==> config.mk <==
export PLATFORM = sky130hd
export DESIGN_NAME = srtf_ctrl
export DESIGN_NICKNAME = d
export VERILOG_FILES = /design/src/sv/srtf_pkg.sv /design/src/sv/srtf_ctrl.sv
export SDC_FILE = /design/constraint.sdc
export NUM_CORES = 1
export LEC_CHECK = 0
export ABC_AREA = 0
export BUFFER_PORTS_ARGS = -buffer_cell sky130_fd_sc_hd__buf_4
export CORE_AREA = 2 2 191 193
export DETAILED_ROUTE_END_ITERATION = 8
export DIE_AREA = 0 0 193 195
export PLACE_DENSITY = 0.78
export SYNTH_ARGS = -nofsm -noshare
export SYNTH_HDL_FRONTEND = slang
export SYNTH_SLANG_ARGS = --single-unit
==> constraint.sdc <==
create_clock -name clk -period 10.3 [get_ports clk]
set_input_delay 0.515 -clock clk [delete_from_list [all_inputs] [get_ports clk]]
set_output_delay 0.515 -clock clk [all_outputs]
set_load 0.01 [all_outputs]
==> src/sv/srtf_pkg.sv <==
`default_nettype none
package srtf_pkg;

	localparam logic [1:0] OP_LOAD    = 2'd0;
	localparam logic [1:0] OP_RESTART = 2'd1;
	localparam logic [1:0] OP_TICK    = 2'd2;

	localparam logic [23:0] MAX24 = 24'hFF_FFFF;
	localparam logic [31:0] MAX32 = 32'hFFFF_FFFF;

	typedef enum logic [2:0] {
		S_IDLE,
		S_APPLY,
		S_LAUNCH,
		S_SCAN,
		S_CALC1,
		S_CALC2,
		S_CALC3,
		S_OUT
	} state_t;

	// Running result handed from cell to cell during a scan.
	typedef struct packed {
		logic        tok;
		logic        found;
		logic        nz_any;
		logic        nz_many;
		logic [15:0] best;
		logic [15:0] arr;
		logic [15:0] burst;
	} scan_t;

	// Table commands broadcast to every cell.
	typedef struct packed {
		logic        load;
		logic        restart;
		logic        dec;
		logic [4:0]  slot;
		logic [15:0] arrival;
		logic [15:0] burst;
	} cmd_t;

endpackage
`default_nettype wire

==> src/sv/srtf_ctrl.sv <==
`default_nettype none
module srtf_ctrl #(
	parameter int IDX_W = 5
) (
	input  logic                 clk,
	input  logic                 arst_n,
	input  logic                 item_valid,
	output logic                 item_ready,
	input  logic [1:0]           operation,
	input  logic [4:0]           slot,
	input  logic [15:0]          arrival,
	input  logic [15:0]          burst,
	output logic                 result_valid,
	input  logic                 result_ready,
	output logic [23:0]          now,
	output logic                 ran,
	output logic [4:0]           chosen,
	output logic                 finished,
	output logic [23:0]          turnaround,
	output logic [23:0]          waiting,
	output logic [31:0]          sum_turnaround,
	output logic [31:0]          sum_waiting,
	output logic                 all_done,
	output srtf_pkg::cmd_t       cmd,
	output logic [IDX_W-1:0]     dec_idx,
	output logic [23:0]          clock_now,
	output srtf_pkg::scan_t      head,
	input  srtf_pkg::scan_t      tail,
	input  logic [IDX_W-1:0]     tail_idx
);

	srtf_pkg::state_t state_q, state_d;

	logic [1:0]       op_q;
	logic [4:0]       slot_q;
	logic [15:0]      arr_q;
	logic [15:0]      burst_q;
	logic [23:0]      clock_q;
	logic [31:0]      sum_tat_q;
	logic [31:0]      sum_wait_q;
	srtf_pkg::scan_t  snap_q;
	logic [IDX_W-1:0] snap_idx_q;
	logic [23:0]      before_q;
	logic [23:0]      tat_q;
	logic [23:0]      wait_q;
	logic             fin_q;
	logic             done_q;
	logic             out_valid_q;

	logic [23:0] r_now_q;
	logic        r_ran_q;
	logic [4:0]  r_chosen_q;
	logic        r_fin_q;
	logic [23:0] r_tat_q;
	logic [23:0] r_wait_q;
	logic [31:0] r_sum_tat_q;
	logic [31:0] r_sum_wait_q;
	logic        r_done_q;

	logic        accept;
	logic        load_out;
	logic        is_tick;
	logic        ran_now;
	logic        fin_now;
	logic [24:0] tat_full;
	logic [32:0] sum_tat_full;
	logic [32:0] sum_wait_full;

	assign accept   = item_valid && item_ready;
	assign is_tick  = (op_q == srtf_pkg::OP_TICK);
	assign ran_now  = is_tick && snap_q.found;
	assign fin_now  = ran_now && (snap_q.best == 16'd1);
	assign tat_full = 25'(before_q) + 25'd1 - 25'(snap_q.arr);
	assign sum_tat_full  = 33'(sum_tat_q) + 33'(tat_q);
	assign sum_wait_full = 33'(sum_wait_q) + 33'(wait_q);

	always_ff @(posedge clk or negedge arst_n) begin
		if (!arst_n) begin
			state_q <= srtf_pkg::S_IDLE;
		end else begin
			state_q <= state_d;
		end
	end

	always_comb begin
		state_d     = state_q;
		item_ready  = 1'b0;
		load_out    = 1'b0;
		cmd.load    = 1'b0;
		cmd.restart = 1'b0;
		cmd.dec     = 1'b0;
		cmd.slot    = slot_q;
		cmd.arrival = arr_q;
		cmd.burst   = burst_q;
		head        = '0;
		unique case (state_q)
			srtf_pkg::S_IDLE: begin
				item_ready = 1'b1;
				if (item_valid) begin
					state_d = srtf_pkg::S_APPLY;
				end
			end
			srtf_pkg::S_APPLY: begin
				cmd.load    = (op_q == srtf_pkg::OP_LOAD);
				cmd.restart = (op_q == srtf_pkg::OP_RESTART);
				state_d     = srtf_pkg::S_LAUNCH;
			end
			srtf_pkg::S_LAUNCH: begin
				head.tok = 1'b1;
				state_d  = srtf_pkg::S_SCAN;
			end
			srtf_pkg::S_SCAN: begin
				if (tail.tok) begin
					state_d = srtf_pkg::S_CALC1;
				end
			end
			srtf_pkg::S_CALC1: begin
				cmd.dec = ran_now;
				state_d = srtf_pkg::S_CALC2;
			end
			srtf_pkg::S_CALC2: begin
				state_d = srtf_pkg::S_CALC3;
			end
			srtf_pkg::S_CALC3: begin
				state_d = srtf_pkg::S_OUT;
			end
			srtf_pkg::S_OUT: begin
				if (!out_valid_q || result_ready) begin
					load_out = 1'b1;
					state_d  = srtf_pkg::S_IDLE;
				end
			end
			default: begin
				state_d = srtf_pkg::S_IDLE;
			end
		endcase
	end

	// time, totals and result handshake
	always_ff @(posedge clk or negedge arst_n) begin
		if (!arst_n) begin
			clock_q     <= 24'd0;
			sum_tat_q   <= 32'd0;
			sum_wait_q  <= 32'd0;
			out_valid_q <= 1'b0;
		end else begin
			if (state_q == srtf_pkg::S_APPLY && op_q == srtf_pkg::OP_RESTART) begin
				clock_q    <= 24'd0;
				sum_tat_q  <= 32'd0;
				sum_wait_q <= 32'd0;
			end
			if (state_q == srtf_pkg::S_CALC1 && is_tick && clock_q != srtf_pkg::MAX24) begin
				clock_q <= clock_q + 24'd1;
			end
			if (state_q == srtf_pkg::S_CALC2 && fin_q) begin
				sum_tat_q <= sum_tat_full[32] ? srtf_pkg::MAX32 : sum_tat_full[31:0];
			end
			if (state_q == srtf_pkg::S_CALC3 && fin_q) begin
				sum_wait_q <= sum_wait_full[32] ? srtf_pkg::MAX32 : sum_wait_full[31:0];
			end
			if (load_out) begin
				out_valid_q <= 1'b1;
			end else if (result_ready) begin
				out_valid_q <= 1'b0;
			end
		end
	end

	always_ff @(posedge clk) begin
		if (accept) begin
			op_q    <= operation;
			slot_q  <= slot;
			arr_q   <= arrival;
			burst_q <= burst;
		end
		if (state_q == srtf_pkg::S_SCAN && tail.tok) begin
			snap_q     <= tail;
			snap_idx_q <= tail_idx;
			before_q   <= clock_q;
		end
		if (state_q == srtf_pkg::S_CALC1) begin
			fin_q  <= fin_now;
			tat_q  <= tat_full[24] ? srtf_pkg::MAX24 : tat_full[23:0];
			// all done when no task has work left, or the chosen task finishes and is the only nonzero one left
			done_q <= !snap_q.nz_any || (fin_now && !snap_q.nz_many);
		end
		if (state_q == srtf_pkg::S_CALC2) begin
			wait_q <= (tat_q > {8'h00, snap_q.burst}) ? tat_q - {8'h00, snap_q.burst} : 24'd0;
		end
		if (load_out) begin
			r_now_q      <= before_q;
			r_ran_q      <= ran_now;
			r_chosen_q   <= ran_now ? 5'(snap_idx_q) : 5'd0;
			r_fin_q      <= fin_q;
			r_tat_q      <= fin_q ? tat_q : 24'd0;
			r_wait_q     <= fin_q ? wait_q : 24'd0;
			r_sum_tat_q  <= sum_tat_q;
			r_sum_wait_q <= sum_wait_q;
			r_done_q     <= done_q;
		end
	end

	assign dec_idx        = snap_idx_q;
	assign clock_now      = clock_q;
	assign result_valid   = out_valid_q;
	assign now            = r_now_q;
	assign ran            = r_ran_q;
	assign chosen         = r_chosen_q;
	assign finished       = r_fin_q;
	assign turnaround     = r_tat_q;
	assign waiting        = r_wait_q;
	assign sum_turnaround = r_sum_tat_q;
	assign sum_waiting    = r_sum_wait_q;
	assign all_done       = r_done_q;

endmodule
`default_nettype wire

# Word level (Yosys, flattened, before mapping)
# Cells that the tools add are included.
# op_classes
add_sub_neg	6
n_lt_le_gt_ge	1
eq_ne	14
n_mux	19
n_reduce_logical	22
# ops
cell	count
two-way mux 32 bit	5
adder 32 x 24 -> 33 bit	2
two-way mux 24 bit	2
adder 24 x 1 -> 25 bit, second input constant	1
subtractor 25 x 16 -> 25 bit	1
adder 24 x 1 -> 24 bit, second input constant	1
> comparator 24 x 16 -> 1 bit	1
!= test 24 bit, second input constant	1
one-hot mux 3 bit (8 select lines)	1
subtractor 24 x 16 -> 24 bit	1
== test 16 x 1 -> 1 bit, second input constant	1
== test 3 bit, second input constant	4
logical AND 1 bit	10
two-way mux 3 bit	3
nonzero test 2 bit	4
two-way mux 1 bit	7
== test 3 x 2 -> 1 bit, second input constant	2
!= test 2 bit, second input constant	3
== test 3 x 1 -> 1 bit, second input constant	1
logical NOT 1 bit	3
logical NOT 3 bit	1
AND reduction 3 bit	1
== test 2 x 1 -> 1 bit, second input constant	1
== test 2 bit, second input constant	1
other kinds (3)	4
# totals
ff_bits	405
in_bits	100
output_inout_bits	267
word_cells	92

# Longest topological paths before layout
# depth
word_depth	5
depth_mapped	15
ltp_nobuf	15

# Worst setup path after synthesis
# No wires, ideal clock.
# synth_timing
path_type	register to register
startpoint	register state_q[2]
endpoint	register r_done_q, in the netlist all_done (enable)
t_arrival_ps	6751
slack_ps	2900
path_stages_with_launch	4
synth_period_minus_slack_ps	7400
path_cell_list	dfrtp_1 > clkbuf_1 > nand3_1 > nor2_1
# synth_between
elab_chain_cells	2
# synth_lines
item	line	source
start, declared	srtf_ctrl.sv:32	srtf_pkg::state_t state_q, state_d;
start signal, assigned	srtf_ctrl.sv:79	state_q <= srtf_pkg::S_IDLE;
start signal, assigned	srtf_ctrl.sv:81	state_q <= state_d;
== test 3 bit	srtf_ctrl.sv:96	unique case (state_q)
two-way mux 1 bit	srtf_ctrl.sv:96	
named net load_out	srtf_ctrl.sv:61	logic load_out;
end signal, assigned	srtf_ctrl.sv:199	r_done_q <= done_q;
end, declared	srtf_ctrl.sv:58	logic r_done_q;
# The timed path passes the listed nets, and every way through them passes these cells.
# A chain may end at the register's enable or synchronous reset.

# Final worst setup path
# layout_timing
startpoint	register tat_q[0]
endpoint	register sum_tat_q[25]
# layout_between
elab_chain_cells	3
# layout_lines
item	line	source
start, declared	srtf_ctrl.sv:44	logic [23:0] tat_q;
start signal, assigned	srtf_ctrl.sv:183	tat_q <= tat_full[24] ? srtf_pkg::MAX24 : tat_full[23:0];
adder 32 x 24 -> 33 bit	srtf_ctrl.sv:74	assign sum_tat_full = 33'(sum_tat_q) + 33'(tat_q);
two-way mux 32 bit	srtf_ctrl.sv:156	sum_tat_q <= sum_tat_full[32] ? srtf_pkg::MAX32 : sum_tat_full[31:0];
two-way mux 32 bit	srtf_ctrl.sv:155	if (state_q == srtf_pkg::S_CALC2 && fin_q) begin
end signal, assigned	srtf_ctrl.sv:156	
end, declared	srtf_ctrl.sv:39	logic [31:0] sum_tat_q;
# Every way passes these cells.

==> metrics.csv <==
metric,value,unit
RSZ-0062 raised after global routing,no,
Fill cells,2598,
Fmax,265,MHz
GPL Wtd Cong,0.932,
Max VDD drop,139,uV
Root Driver,clkbuf_16,
critical path class,reg -> reg,
yosys synthesis warning count,0,
Clock Tree Buf Depth,3,
outcome,"finished, final reports clean",
Avg Vias per Cell,5.63,
Fin Hold WS,0.150,ns
Leak,9.84,nW
floorplan row count,69,
number of port buffers,315,
Area contributors post-synth,"edfxtp_1, dfrtp_1, ha_1",
Yosys top cell by area,edfxtp_1,
number of flops mapped to enable cells by yosys,313,
max incr delay on CP,0.50,ns
core box area,0.0354,mm2
Hold/Removal Path Class,in -> reg,
setup TNS,0,ns
actual slew at the worst max-slew pin,1.22,ns
Clock Sinks,405,
ys async rst share,0.227,
# resized after CTS,0,
Final Hold Viols,0,
register area share after synthesis,0.606,
CP max-delay cell,a211o_2,
initial antenna violation count,0,
final worst setup slack,6.52,ns
FF-to-FF End,sum_tat_q[25],
DRT antenna net count,0,
Mapped Avg Cell Area,12.1,um2
Die ar.,0.0376,mm2
GRT overflow,0,
Multi-input gate area,0.00701,mm2
Reg area,0.0117,mm2
Initial Util,0.546,
Clock Latency Late Sink,0.54,ns
hold worst-path end,snap_q[47],
vias in the first global route,13218,
postcts setup bufs,0,
DP Area,0.0220,mm2
First DRT Iteration DRCs,739,
min cycle time layout,3.78,ns
antenna cells,0,
CTS Buf Count,42,
Pwr per Cell Area,262,mW/mm2
Yosys cell types,75,
Post-Synthesis Cells,1593,
top-area cell type share of the netlist area,0.487,
# setup viols final,0,
DPL Wire Length,33900,um
Worst Setup End Kind,register,
Tcrit/Tclk final,0.367,
drt drc,0,
CTS tree,built,
layout cells sized above 1,0.213,
pre-CTS setup slack,6.60,ns
Clock transition at path regs,0.06,ns
HP Start,tail[47],
vias,13617,
fin nets,2131,
GRT Total Usage,0.242,
WL final,45800,um
r2r worst-path depth,11,
Slew headroom,0.184,
cell chain of the critical path,ha_1 -> fa_1 -> a211oi_2 -> o21bai_1 -> o311a_1 -> a22o_1 -> a221oi_2 -> a211o_2 -> and2_1 -> nand2_2 -> o221a_1,
Reg2Reg Setup Slack,6.52,ns
synth-to-layout area growth,21.7,%
Worst setup SP type,register,
routed len/inst,19.0,um
Yosys reg bits,405,
Crit path required time,10.72,ns
Final Skew,0.00938,ns
Post-Syn Area,0.0193,mm2
post-route cell area,0.0235,mm2
arrival time at the worst endpoint,4.20,ns
first-pass GRT wire length,70900,um
H-tree Lvls,2,
CP Max Fanout,24,
pin count of the biggest net entering global routing,84,
TritonRoute pass-1 iters,7,
Total Power,0.00616,W
IO Pins,367,
worst r2r src,tat_q[0],
die height,195,um
maxcap violations,0,
Worst Hold Depth,1,
dominant synthesized flop cell,edfxtp_1,
die width,193,um
Slew Limit Fails,0,
registers in the layout, indices dropped and copies added, names as in the netlist, 2 cells and up:
register,flops
snap_q,51
sum_tat_q,32
sum_turnaround,32
sum_wait_q,32
sum_waiting,32
before_q,24
clock_now,24
now,24
tat_q,24
turnaround,24
wait_q,24
waiting,24
arr_q,16
burst_q,16
chosen,5
dec_idx,5
slot_q,5
state_q,3
op_q,2
cells in the final DEF (no fill, tap or decap), types with 5 or more instances in the layout:
cell / netlist / routed
buf_4: 51 / 325
edfxtp_1: 313 / 313
nand2_1: 112 / 112
a21oi_1: 111 / 111
ha_1: 104 / 104
nor2_1: 103 / 100
o21ai_0: 93 / 93
dfrtp_1: 92 / 92
inv_1: 71 / 71
and2_1: 66 / 65
conb_1: 1 / 51
clkbuf_16: 0 / 47
nand3_1: 45 / 45
xnor2_1: 39 / 39
a21o_1: 38 / 38
a31oi_1: 32 / 32
nor3_1: 31 / 31
xor2_1: 29 / 29
nand2b_1: 27 / 27
and3_1: 19 / 19
o21a_1: 15 / 15
a211oi_1: 12 / 12
o21bai_1: 11 / 11
clkbuf_1: 31 / 10
nor2b_1: 8 / 8
o31ai_1: 8 / 8
and4_1: 7 / 7
nor4_1: 7 / 7
mux2i_1: 7 / 7
clkbuf_8: 0 / 7
nand4_1: 6 / 6
o211ai_1: 5 / 5
o2111ai_1: 5 / 5
o21ai_1: 5 / 5
a21boi_0: 5 / 5
nor3b_1: 6 / 5
how the worst max path moves through the flow:
stage                    endpoint        from  cells past startpoint
finish              sum_tat_q[25]    tat_q[0]                     11
global route           wait_q[23]    tat_q[5]                     10
CTS                 sum_tat_q[25]    tat_q[0]                     11
detailed placement  sum_tat_q[25]    tat_q[0]                     11
global placement    sum_tat_q[25]    tat_q[0]                     11
floorplan                all_done  state_q[2]                      3
repair_timing:
item | 4_1_cts | 5_1_grt
hold buffers | 1 | 0
endpoints found under the hold margin | 23 | 0
setup endpoints to repair | 0 | 0
stage by stage:
| step | util | instances |
|---|---|---|
| detailed placement | 0.621 | 2339 |
| floorplan | - | 1643 |
| global route | 0.664 | 2418 |
| global placement | 0.621 | 2339 |
| CTS | 0.664 | 2418 |
| finish | 0.664 | 2418 |
cell usage after synthesis (all sizes together) (39+ instances only):
library cell	number
edfxtp	313
nand2	113
a21oi	112
ha	104
nor2	103
o21ai	98
dfrtp	92
inv	71
and2	66
buf	58
nand3	45
xnor2	39
worst max-delay path: cells and delay by family, from the launching register on:
| family | cells | cell delay [ns] |
|---|---|---|
| simple gates | 2 | 0.52 |
| compound gates | 7 | 2.06 |
| fa+ha+maj | 2 | 0.66 |
| flops | 1 | 0.40 |
area by class of cell:
cell class,instances,share of cell area
Multi-Input combinational cell,1077,0.298
Clock inverter,14,0.00804
Clock buffer,64,0.0557
Sequential cell,405,0.498
Inverter,71,0.0113
Timing Repair Buffer,326,0.104
Tap cell,461,0.0245
routing by layer:
metal | vias to the layer above | GRT usage | wire length, um
met3 | 98 | 0.0588 | 3720
met5 | - | 0 | 0
li1 | 6449 | - | -
met1 | 6501 | 0.308 | 18200
met2 | 569 | 0.399 | 22300
met4 | 0 | 0.0951 | 1670
kinds of logic after synthesis:
| family | synth area share |
|---|---|
| other cells | 0.000194 |
| flops | 0.606 |
| xor+xnor | 0.0308 |
| buf+inv | 0.0420 |
| fa+ha+maj | 0.0715 |
| mux | 0.00479 |
| compound gates | 0.130 |
| simple gates | 0.115 |
power by group:
group          internal [W]  total, W  switching [W]
registers           0.00223   0.00246       0.000235
logic              0.000875   0.00209        0.00122
clock network      0.000984   0.00160       0.000620
total               0.00409   0.00616        0.00207
Power figures use the tool's default switching activity.
