## src/sv/srtf_pkg.sv

```systemverilog
`default_nettype none
package srtf_pkg;

	localparam logic [1:0] OP_LOAD    = 2'd0;
	localparam logic [1:0] OP_RESTART = 2'd1;
	localparam logic [1:0] OP_TICK    = 2'd2;

	localparam logic [23:0] MAX24 = 24'hFF_FFFF;
	localparam logic [31:0] MAX32 = 32'hFFFF_FFFF;

	typedef enum logic [2:0] {
		S_IDLE,
		S_APPLY,
		S_LAUNCH,
		S_SCAN,
		S_CALC1,
		S_CALC2,
		S_CALC3,
		S_OUT
	} state_t;

	// Running result handed from cell to cell during a scan.
	typedef struct packed {
		logic        tok;
		logic        found;
		logic        nz_any;
		logic        nz_many;
		logic [15:0] best;
		logic [15:0] arr;
		logic [15:0] burst;
	} scan_t;

	// Table commands broadcast to every cell.
	typedef struct packed {
		logic        load;
		logic        restart;
		logic        dec;
		logic [4:0]  slot;
		logic [15:0] arrival;
		logic [15:0] burst;
	} cmd_t;

endpackage
`default_nettype wire

```

## src/sv/srtf_cell.sv

```systemverilog
`default_nettype none
module srtf_cell #(
	parameter int IDX   = 0,
	parameter int IDX_W = 5
) (
	input  logic                 clk,
	input  logic                 arst_n,
	input  srtf_pkg::cmd_t       cmd,
	input  logic [IDX_W-1:0]     dec_idx,
	input  logic [5:0]           count,
	input  logic [23:0]          clock_now,
	input  srtf_pkg::scan_t      prev,
	input  logic [IDX_W-1:0]     prev_idx,
	output srtf_pkg::scan_t      scan,
	output logic [IDX_W-1:0]     scan_idx
);

	localparam logic [IDX_W-1:0] MY_IDX = IDX_W'(IDX);

	logic [15:0]      arr_q;
	logic [15:0]      burst_q;
	logic [15:0]      rem_q;
	srtf_pkg::scan_t  scan_q;
	logic [IDX_W-1:0] idx_q;

	logic            active;
	logic            nz;
	logic            elig;
	logic            take;
	srtf_pkg::scan_t nxt;

	assign active = 32'(count) > 32'(IDX);
	assign nz     = active && (rem_q != 16'd0);
	assign elig   = nz && ({8'h00, arr_q} <= clock_now);
	assign take   = elig && (!prev.found || (rem_q < prev.best));

	always_comb begin
		nxt         = prev;
		nxt.found   = prev.found | elig;
		nxt.nz_any  = prev.nz_any | nz;
		nxt.nz_many = prev.nz_many | (prev.nz_any & nz);
		if (take) begin
			nxt.best  = rem_q;
			nxt.arr   = arr_q;
			nxt.burst = burst_q;
		end
	end

	always_ff @(posedge clk) begin
		if (cmd.load && (32'(cmd.slot) == 32'(IDX))) begin
			arr_q   <= cmd.arrival;
			burst_q <= cmd.burst;
		end
	end

	always_ff @(posedge clk or negedge arst_n) begin
		if (!arst_n) begin
			rem_q <= 16'd0;
		end else if (cmd.restart && active) begin
			rem_q <= burst_q;
		end else if (cmd.dec && (dec_idx == MY_IDX)) begin
			rem_q <= rem_q - 16'd1;
		end
	end

	// the token rides along with the running result
	always_ff @(posedge clk or negedge arst_n) begin
		if (!arst_n) begin
			scan_q <= '0;
		end else begin
			scan_q <= nxt;
		end
	end

	always_ff @(posedge clk) begin
		idx_q <= take ? MY_IDX : prev_idx;
	end

	assign scan     = scan_q;
	assign scan_idx = idx_q;

endmodule
`default_nettype wire

```

## config.mk

```make
export PLATFORM = sky130hd
export DESIGN_NAME = srtf_cell
export DESIGN_NICKNAME = d
export VERILOG_FILES = /design/src/sv/srtf_pkg.sv /design/src/sv/srtf_cell.sv
export SDC_FILE = /design/constraint.sdc
export NUM_CORES = 1
export LEC_CHECK = 0
export BUFFER_PORTS_ARGS = -buffer_cell sky130_fd_sc_hd__buf_4
export CAP_MARGIN = 20
export CORE_MARGIN = 2
export CORE_UTILIZATION = 50
export CTS_BUF_LIST = sky130_fd_sc_hd__clkbuf_8
export DETAILED_ROUTE_END_ITERATION = 7
export PLACE_DENSITY = 0.82
export RECOVER_POWER = 50
export SLEW_MARGIN = 20
export SYNTH_ARGS = -nofsm -noshare
export SYNTH_HDL_FRONTEND = slang
export SYNTH_SLANG_ARGS = --single-unit
```

## constraint.sdc

```tcl
create_clock -name clk -period 3.6 [get_ports clk]
set_clock_uncertainty 0.05 [all_clocks]
set_input_delay 0.36 -clock clk [delete_from_list [all_inputs] [get_ports clk]]
set_output_delay 0.36 -clock clk [all_outputs]
set_load 0.05 [all_outputs]
```

# Word level (Yosys, flattened, before mapping)
# Cells that the tools add are included.
# totals
regBits	105
latchBits	0
ram_bits	0
rom_bits	0
inputBits	134
word_cells	34
memories	0
# classes
n_addsub	1
multipliers	0
n_div	0
magnitude_cmp	3
eq_ne	0
n_shift	0
mux	3
n_bitwise	4
n_reduce_logical	12
# op_table
cell	count
48-bit two-way mux	1
16-bit two-way mux	2
16-bit by 24-bit <= comparator with 1-bit output	1
16-bit < comparator	1
16-bit nonzero test	1
16-bit by 1-bit subtractor with 16-bit output, second input constant	1
5-bit zero test	2
6-bit by 1-bit greater-than comparator with 1-bit output, second input constant	1
1-bit logical AND	6
1-bit bitwise OR	3
2-bit nonzero test	1
1-bit AND	1
1-bit zero test	1
1-bit logical OR	1

# Logic depth before layout (Yosys ltp)
# Gate-level depths: netlist of run 1.
# logic_depth
depth_word	5
ltp_mapped	9

# Worst setup path after synthesis of run 1
# Ideal clock, no wire load.
# synth_timing
kind	input port to flip-flop
start	in cmd[35] (netlist bit)
end	reg arr_q[0], enable pin
setup_time_ps	461
arrival_ps	3238
required_time_ps	3089
slack_ps	-150
path_stages	2
path_buffers	0
cell_sequence	or4b_2 > nor3_1
# synth_between
elab_chain_cells	2
# synth_lines
item	line_no	source
start: declaration	srtf_cell.sv:8	input srtf_pkg::cmd_t cmd,
5-bit zero test	srtf_cell.sv:50	if (cmd.load && (32'(cmd.slot) == 32'(IDX))) begin
1-bit logical AND	srtf_cell.sv:50	
end signal: assignment	srtf_cell.sv:51	arr_q <= cmd.arrival;
end: declaration	srtf_cell.sv:20	logic [15:0] arr_q;
# No other way between the ends.
# A chain may end at the register's enable or synchronous reset.

==> results of run 1 <==
[per-stage QoR]
step / utilization / power (uW) / std cells
6_report: 0.676 / 2650 / 702
5_1_grt: 0.676 / 2760 / 702
4_1_cts: 0.688 / 2700 / 702
3_5_place_dp: 0.670 / 2020 / 686
3_3_place_gp: 0.670 / 2010 / 686
2_1_floorplan: - / 1760 / 367
[routing by layer]
metal	routed length [um]	share of wire	GRT usage	vias to the layer above
met4	334	0.029	0.107	0
met3	588	0.051	0.0370	23
met1	4850	0.42	0.278	1639
met5	0	0	0	-
met2	5700	0.50	0.373	122
li1	-	-	-	1686
[state kept, by name, summed over array words and instances, names as in the netlist]
register	count
rem_q	16
burst_q	16
scan_idx	5
arr_q	16
scan	52
[cell type report]
cell class / instances / area share
repair buffers: 194 / 0.205
flip-flops and latches: 105 / 0.422
clock buffers: 9 / 0.0189
clock inverters: 7 / 0.00821
inverters: 35 / 0.0201
well taps: 133 / 0.0254
multi-input cells: 219 / 0.301
[placed cells by master (no fill, tap or decap), drive strengths merged, types with 2 or more instances in the layout]
cell type,Yosys,routed
buf,8,130
clkbuf,0,73
dfrtp,68,68
mux2,47,47
inv,35,40
ha,32,32
edfxtp,32,32
a21oi,28,28
nor2,26,26
xnor2,13,13
nand2,10,10
nor4,8,8
nor3,8,8
nor2b,7,7
o21ai,5,5
dfxtp,5,5
and4,4,4
nand4,3,3
nand3,3,3
or3,3,3
a21o,2,2
nand2b,2,2
or4b,2,2
xor2,2,2
[critical path: stages (launching register included)]
cell and delay, ns:
edfxtp_1 0.41, ha_1 0.30, nor2b_1 0.13, o211a_1 0.19, o21ai_0 0.30, o2111ai_1 0.29, a221oi_4 0.39, buf_4 0.39
mux2_4 0.34
[power groups by stage]
stage	Combinational [uW]	Clock (uW)	Sequential, uW
global route	672	744	1350
floorplan	218	0	1550
detailed placement	658	0	1360
global placement	644	0	1360
CTS	660	704	1340
finish	630	683	1340
[synth_stat cells (2+ instances only)]
library cell / n
buf_1: 3
o21ai_0: 5
nand4_1: 3
or3_4: 2
dfxtp_1: 5
nand3_1: 3
dfrtp_1: 68
nor3_1: 8
and4_1: 3
mux2_2: 3
nor2b_1: 7
or4b_2: 2
inv_1: 35
xor2_1: 2
nand2_1: 10
a21oi_1: 28
edfxtp_1: 32
nor2_1: 26
xnor2_1: 13
nand2b_1: 2
a21o_1: 2
ha_1: 32
buf_8: 4
nor4_1: 8
mux2_4: 44
[final timing paths]
kind                            end  slack [ns]
max                        scan[22]        0.69
min in group asynchronous  scan[51]        0.34
max in group asynchronous  scan[22]        2.13
max reg2reg                scan[22]        0.69
min                        scan[51]        0.06
min reg2reg                scan[14]        0.47
[kinds of logic (layout without fill, tap and decap cells)]
logic type,count (synthesis),count (layout),share of synthesized area
DFF,105,105,0.560
and+or+nand+nor,79,79,0.0867
muxes,48,48,0.143
AOI/OAI and AO/OA,45,45,0.0598
buffers and inverters,43,245,0.0433
adders and majority gates,32,32,0.0811
xor gates and xnor gates,15,15,0.0266
==> results by group, run 1 <==
Run status
  – Run status: complete, but fails checks
  – Violated checks: capacitance limit, slew limit

Clocking
  – Worst-path clk slew: 0.10 ns
  – Post-CTS sizing: 0
  – CTS Hold Bufs: 0
  – Maximum clock path buffer count: 2
  – Sink Count: 105
  – Max H-tree Level: 3
  – Post-CTS Setup Inserts: 0
  – Root Driver: clkbuf_8
  – CTS tree: yes
  – CTS Buf Count: 9
  – Clock latency on the worst-skew pair: 0.37 ns

Timing
  – RSZ-0062 raised after global routing: false
  – TNS Setup: 0 ns
  – Relative slew slack: -0.128
  – WHS: 0.0594 ns
  – Slew Limit Fails: 69
  – Setup violators final: 0
  – Final Critical Period: 2.91 ns
  – Setup ws final: 0.691 ns
  – Period utilization: 0.808
  – Fmax: 344 MHz
  – Worst-margin pin slew: 1.69 ns
  – Final Hold Violating Endpoints: 0

Route
  – Routed via count: 3470
  – Residual DRC: 0
  – ANT nets after route: 0
  – Final WL: 11.5 mm
  – DR WL/cell: 16.3 um
  – Vias per cell: 4.94
  – First-pass DRT Iterations: 4
  – Number of DRC markers in iteration 0: 152

Pwr
  – Leak: 0.00310 uW
  – Clock power frac: 0.258
  – Internal Power: 1830 uW
  – Net Sw Power: 826 uW
  – Gate power share: 0.237
  – Peak supply drop: 0.294 mV
  – Flop pwr share: 0.505
  – Sw frac: 0.312
  – Pwr/cell area: 405 nW/um^2

Global routing
  – Initial antenna violation count: 0
  – Largest net degree at the start of global routing: 69
  – Total GRT Usage: 0.221
  – First-pass GRT wire length: 17.7 mm
  – Grt total ovfl: 0
  – Vias in the first global route: 3665

Final layout
  – Antenna diodes: 0
  – Synth-to-layout area growth: 32.7%
  – Area of the multi-input gates: 1970 sq um
  – Register area: 2760 sq um
  – Final Cell Area: 6550 sq um
  – Final nets: 730
  – Share of cells above drive strength 1: 0.418
  – Fillers: 723

Setup path
  – Required time of the critical path: 3.81 ns
  – FF-to-FF Start: arr_q[1]
  – CP endpoint kind: register
  – CP arrival: 3.12 ns
  – Reg2reg path depth: 8
  – Kind of critical path: register to register
  – Crit. Startpoint: arr_q[1]
  – Crit-path max FO: 20
  – Startpoint type of the worst setup path: register

Logic synthesis
  – Synth Register Bits: 105
  – Mapped Cells: 367
  – Avg Cell Area, Syn: 13.4 sq um
  – Async SR Flop Fraction: 0.648
  – Top post-synthesis cells by area: dfrtp_1, edfxtp_1, mux2_4, ha_1, a21oi_1
  – Netlist Area Pre-Place: 4940 sq um
  – Synth Warn #: 0
  – Yosys cell types: 42
  – Leading register cell type out of synthesis: dfrtp_1
  – Top-area cell type share of the netlist area: 0.345
  – Post-synth EDFFs: 32
  – Area leader, netlist: dfrtp_1
  – Sequential area share after synthesis: 0.560
  – Net Count, Synth: 533

Die
  – # rows: 36
  – Core area: 9680 sq um
  – Initial Utilization: 0.510
  – Total Die Area: 10700 sq um
  – DIE WIDTH: 103 um
  – Die Y-Extent: 103 um
  – Ports: 191

Placement
  – Dpl cell area: 6490 sq um
  – Post-DP HPWL: 9.03 mm
  – I/O Buffers: 190
  – Worst slack, placed: 0.625 ns
  – Placer's final routability congestion estimate: 0.864

Hold path
  – Worst Hold Depth: 1
  – Min-Delay Path Class: primary input to register
  – Hold Startpoint: prev[51]

Run
  – Max Cap Viol: 1
Power figures use the tool's default switching activity.
==> inputs of run 2 (changes only) <==
==> constraint.sdc (replaced) <==
create_clock -name clk -period 2.7 [get_ports clk]
set_clock_uncertainty 0.05 [all_clocks]
set_input_delay 0.27 -clock clk [delete_from_list [all_inputs] [get_ports clk]]
set_output_delay 0.27 -clock clk [all_outputs]
set_load 0.05 [all_outputs]
==> results by group, run 2 (same netlist as run 1, synthesis figures left out) <==
Setup path
  – Max incr delay on CP: 0.44 ns (was 0.41 ns)
  – CP endpoint kind: register (unchanged)
  – Required time of the critical path: 2.91 ns (was 3.81 ns)
  – Crit path max-delay cell type: or4_4 (was edfxtp_1)
  – Startpoint type of the worst setup path: register (unchanged)
  – CP arrival: 2.90 ns (was 3.12 ns)
  – Crit-path max FO: 7 (was 20)
  – Kind of critical path: register to register (unchanged)
  – CP dominant cell by count: or3_4
  – CP Cell Sequence: or3_4 > or4_4 > or3_4 > o31ai_4 > a221oi_4 > buf_6 > clkbuf_16 > mux2_4 (was ha_1 > nor2b_1 > o211a_1 > o21ai_0 > o2111ai_1 > a221oi_4 > buf_4 > mux2_4)

Hold path
  – Min-Delay Path Class: primary input to register (unchanged)

Final layout
  – Synth-to-layout area growth: 37.0% (was 32.7%)
  – Max reg flops: 52 (unchanged)
  – Post-route insts no fill: 728 (was 702)
  – Final nets: 756 (was 730)
  – Most common cell after layout, fill and taps aside: buf_4 (unchanged)
  – Most frequent cells in the layout: buf_4, dfrtp_1, clkbuf_1 (was buf_4, dfrtp_1, mux2_4)
  – Antenna diodes: 0 (unchanged)
  – Share of cells above drive strength 1: 0.403 (was 0.418)

Global routing
  – Vias in the first global route: 3698 (was 3665)
  – Initial antenna violation count: 0 (unchanged)
  – Grt total ovfl: 0 (unchanged)
  – Total GRT Usage: 0.225 (was 0.221)
  – Largest net degree at the start of global routing: 69 (unchanged)
  – First-pass GRT wire length: 18.0 mm (was 17.7 mm)

Timing
  – Period utilization: 0.997 (was 0.808)
  – Fmax: 371 MHz (was 344 MHz)
  – Worst-margin pin slew: 1.68 ns (was 1.69 ns)
  – Slew Limit Fails: 69 (unchanged)
  – Setup ws final: 0.00794 ns (was 0.691 ns)
  – Setup violators final: 0 (unchanged)
  – Final Critical Period: 2.69 ns (was 2.91 ns)
  – RSZ-0062 raised after global routing: true (was false)
  – Relative slew slack: -0.121 (was -0.128)
  – Final Hold Violating Endpoints: 0 (unchanged)

Clocking
  – Clock latency on the worst-skew pair: 0.37 ns (about the same)
  – Maximum clock path buffer count: 2 (unchanged)
  – Worst-path clk slew: 0.10 ns (about the same)
  – CTS tree: yes (unchanged)
  – Max H-tree Level: 3 (unchanged)
  – CTS Buf Count: 9 (unchanged)
  – Sink Count: 105 (unchanged)
  – Root Driver: clkbuf_8 (unchanged)

Route
  – First-pass DRT Iterations: 4 (unchanged)
  – Number of DRC markers in iteration 0: 136 (was 152)
  – Wire length on met3: 596 um (was 588 um)
  – ANT nets after route: 0 (unchanged)
  – DR WL/cell: 16.5 um (was 16.3 um)
  – Final WL: 12.0 mm (was 11.5 mm)
  – Routed via count: 3636 (was 3470)
  – M1 wire length: 5.11 mm (was 4.85 mm)
  – Residual DRC: 0 (unchanged)
  – Met2 wire len: 6.04 mm (was 5.70 mm)
  – Highest routed layer: met4 (unchanged)
  – Vias per cell: 4.99 (was 4.94)

Die
  – DIE WIDTH: 103 um (unchanged)
  – Core area: 9680 sq um (unchanged)
  – Ports: 191 (unchanged)
  – Initial Utilization: 0.510 (unchanged)
  – Die Y-Extent: 103 um (unchanged)
  – # rows: 36 (unchanged)
  – Total Die Area: 10700 sq um (unchanged)

Placement
  – Worst slack, placed: -0.124 ns (was 0.625 ns)
  – Placer's final routability congestion estimate: 0.813 (was 0.864)
  – Post-DP HPWL: 9.08 mm (was 9.03 mm)
  – Placed cells: 700 (was 686)
  – I/O Buffers: 190 (unchanged)

Pwr
  – Peak supply drop: 0.314 mV (was 0.294 mV)
  – Pwr/cell area: 528 nW/um^2 (was 405 nW/um^2)
  – Leak: 0.00317 uW (was 0.00310 uW)

Run status
  – Violated checks: capacitance limit, slew limit (unchanged)
  – Run status: complete, but fails checks (unchanged)

Run
  – Max Cap Viol: 1 (unchanged)
## run 2: worst paths after layout
| path | start | depth (start not counted) | to | slack (ns) |
|---|---|---|---|---|
| max | rem_q[8] | 8 | scan[44] | 0.008 |
| min | cmd[4] | 1 | burst_q[4] | 0.05 |
| max reg2reg | rem_q[8] | 8 | scan[44] | 0.008 |
| min reg2reg | burst_q[6] | 1 | scan[6] | 0.47 |
| max in group asynchronous | arst_n | 2 | scan[5] | 0.76 |
| min in group asynchronous | arst_n | 2 | scan[40] | 0.85 |
## run 2: report_power, final
group	internal (uW)	switching [uW]
Sequential	1730	41.2
Clock	345	562
Combinational	376	517
## run 2: per-stage QoR
stage | setup TNS (ns) | instance area [sq um] | hold WS (ns) | total power, uW | util
after detailed placement | -3.66 | 6610 | 0.332 | 2720 | 0.682
final | 0 | 6760 | 0.0490 | 3570 | 0.698
after CTS | 0 | 6890 | 0.00893 | 3640 | 0.711
after global routing | -2.79 | 6760 | 0.0254 | 3730 | 0.698
after floorplan | 0 | 4940 | -0.0756 | 2350 | -
after global placement | -0.00800 | 6610 | 0.330 | 2700 | 0.682
## run 2: area by class of cell
| cell class | count | area [sq um] |
|---|---|---|
| clock buffers | 9 | 124 |
| clock inverters | 7 | 56.3 |
| fillers | 734 | 2920 |
| inverters | 35 | 131 |
| multi-input cells | 219 | 2020 |
| flip-flops and latches | 105 | 2760 |
| well taps | 133 | 166 |
| repair buffers | 220 | 1500 |
## run 2: metal layers
layer	track usage	up-vias
met1	0.293	1762
met4	0.0860	0
met5	0	-
met2	0.378	116
met3	0.0390	19
li1	-	1739
## run 2: critical path: cells and delay by family, from the launching register on
kind,cells,cell delay [ns]
AO/OA/AOI/OAI,2,0.33
buffers and inverters,2,0.32
flip-flops,1,0.39
multiplexers,1,0.29
AND/OR/NAND/NOR,3,1.20
## run 2: repair_timing
action | 4_1_cts | 5_1_grt
hold endpoints to repair | 34 | 0
setup endpoints to repair | 47 | 48
resized for setup | 10 | 5
pin swaps | 3 | 7
buffers inserted | 2 | 6
hold buffers | 2 | 0
cloned | 1 | 1
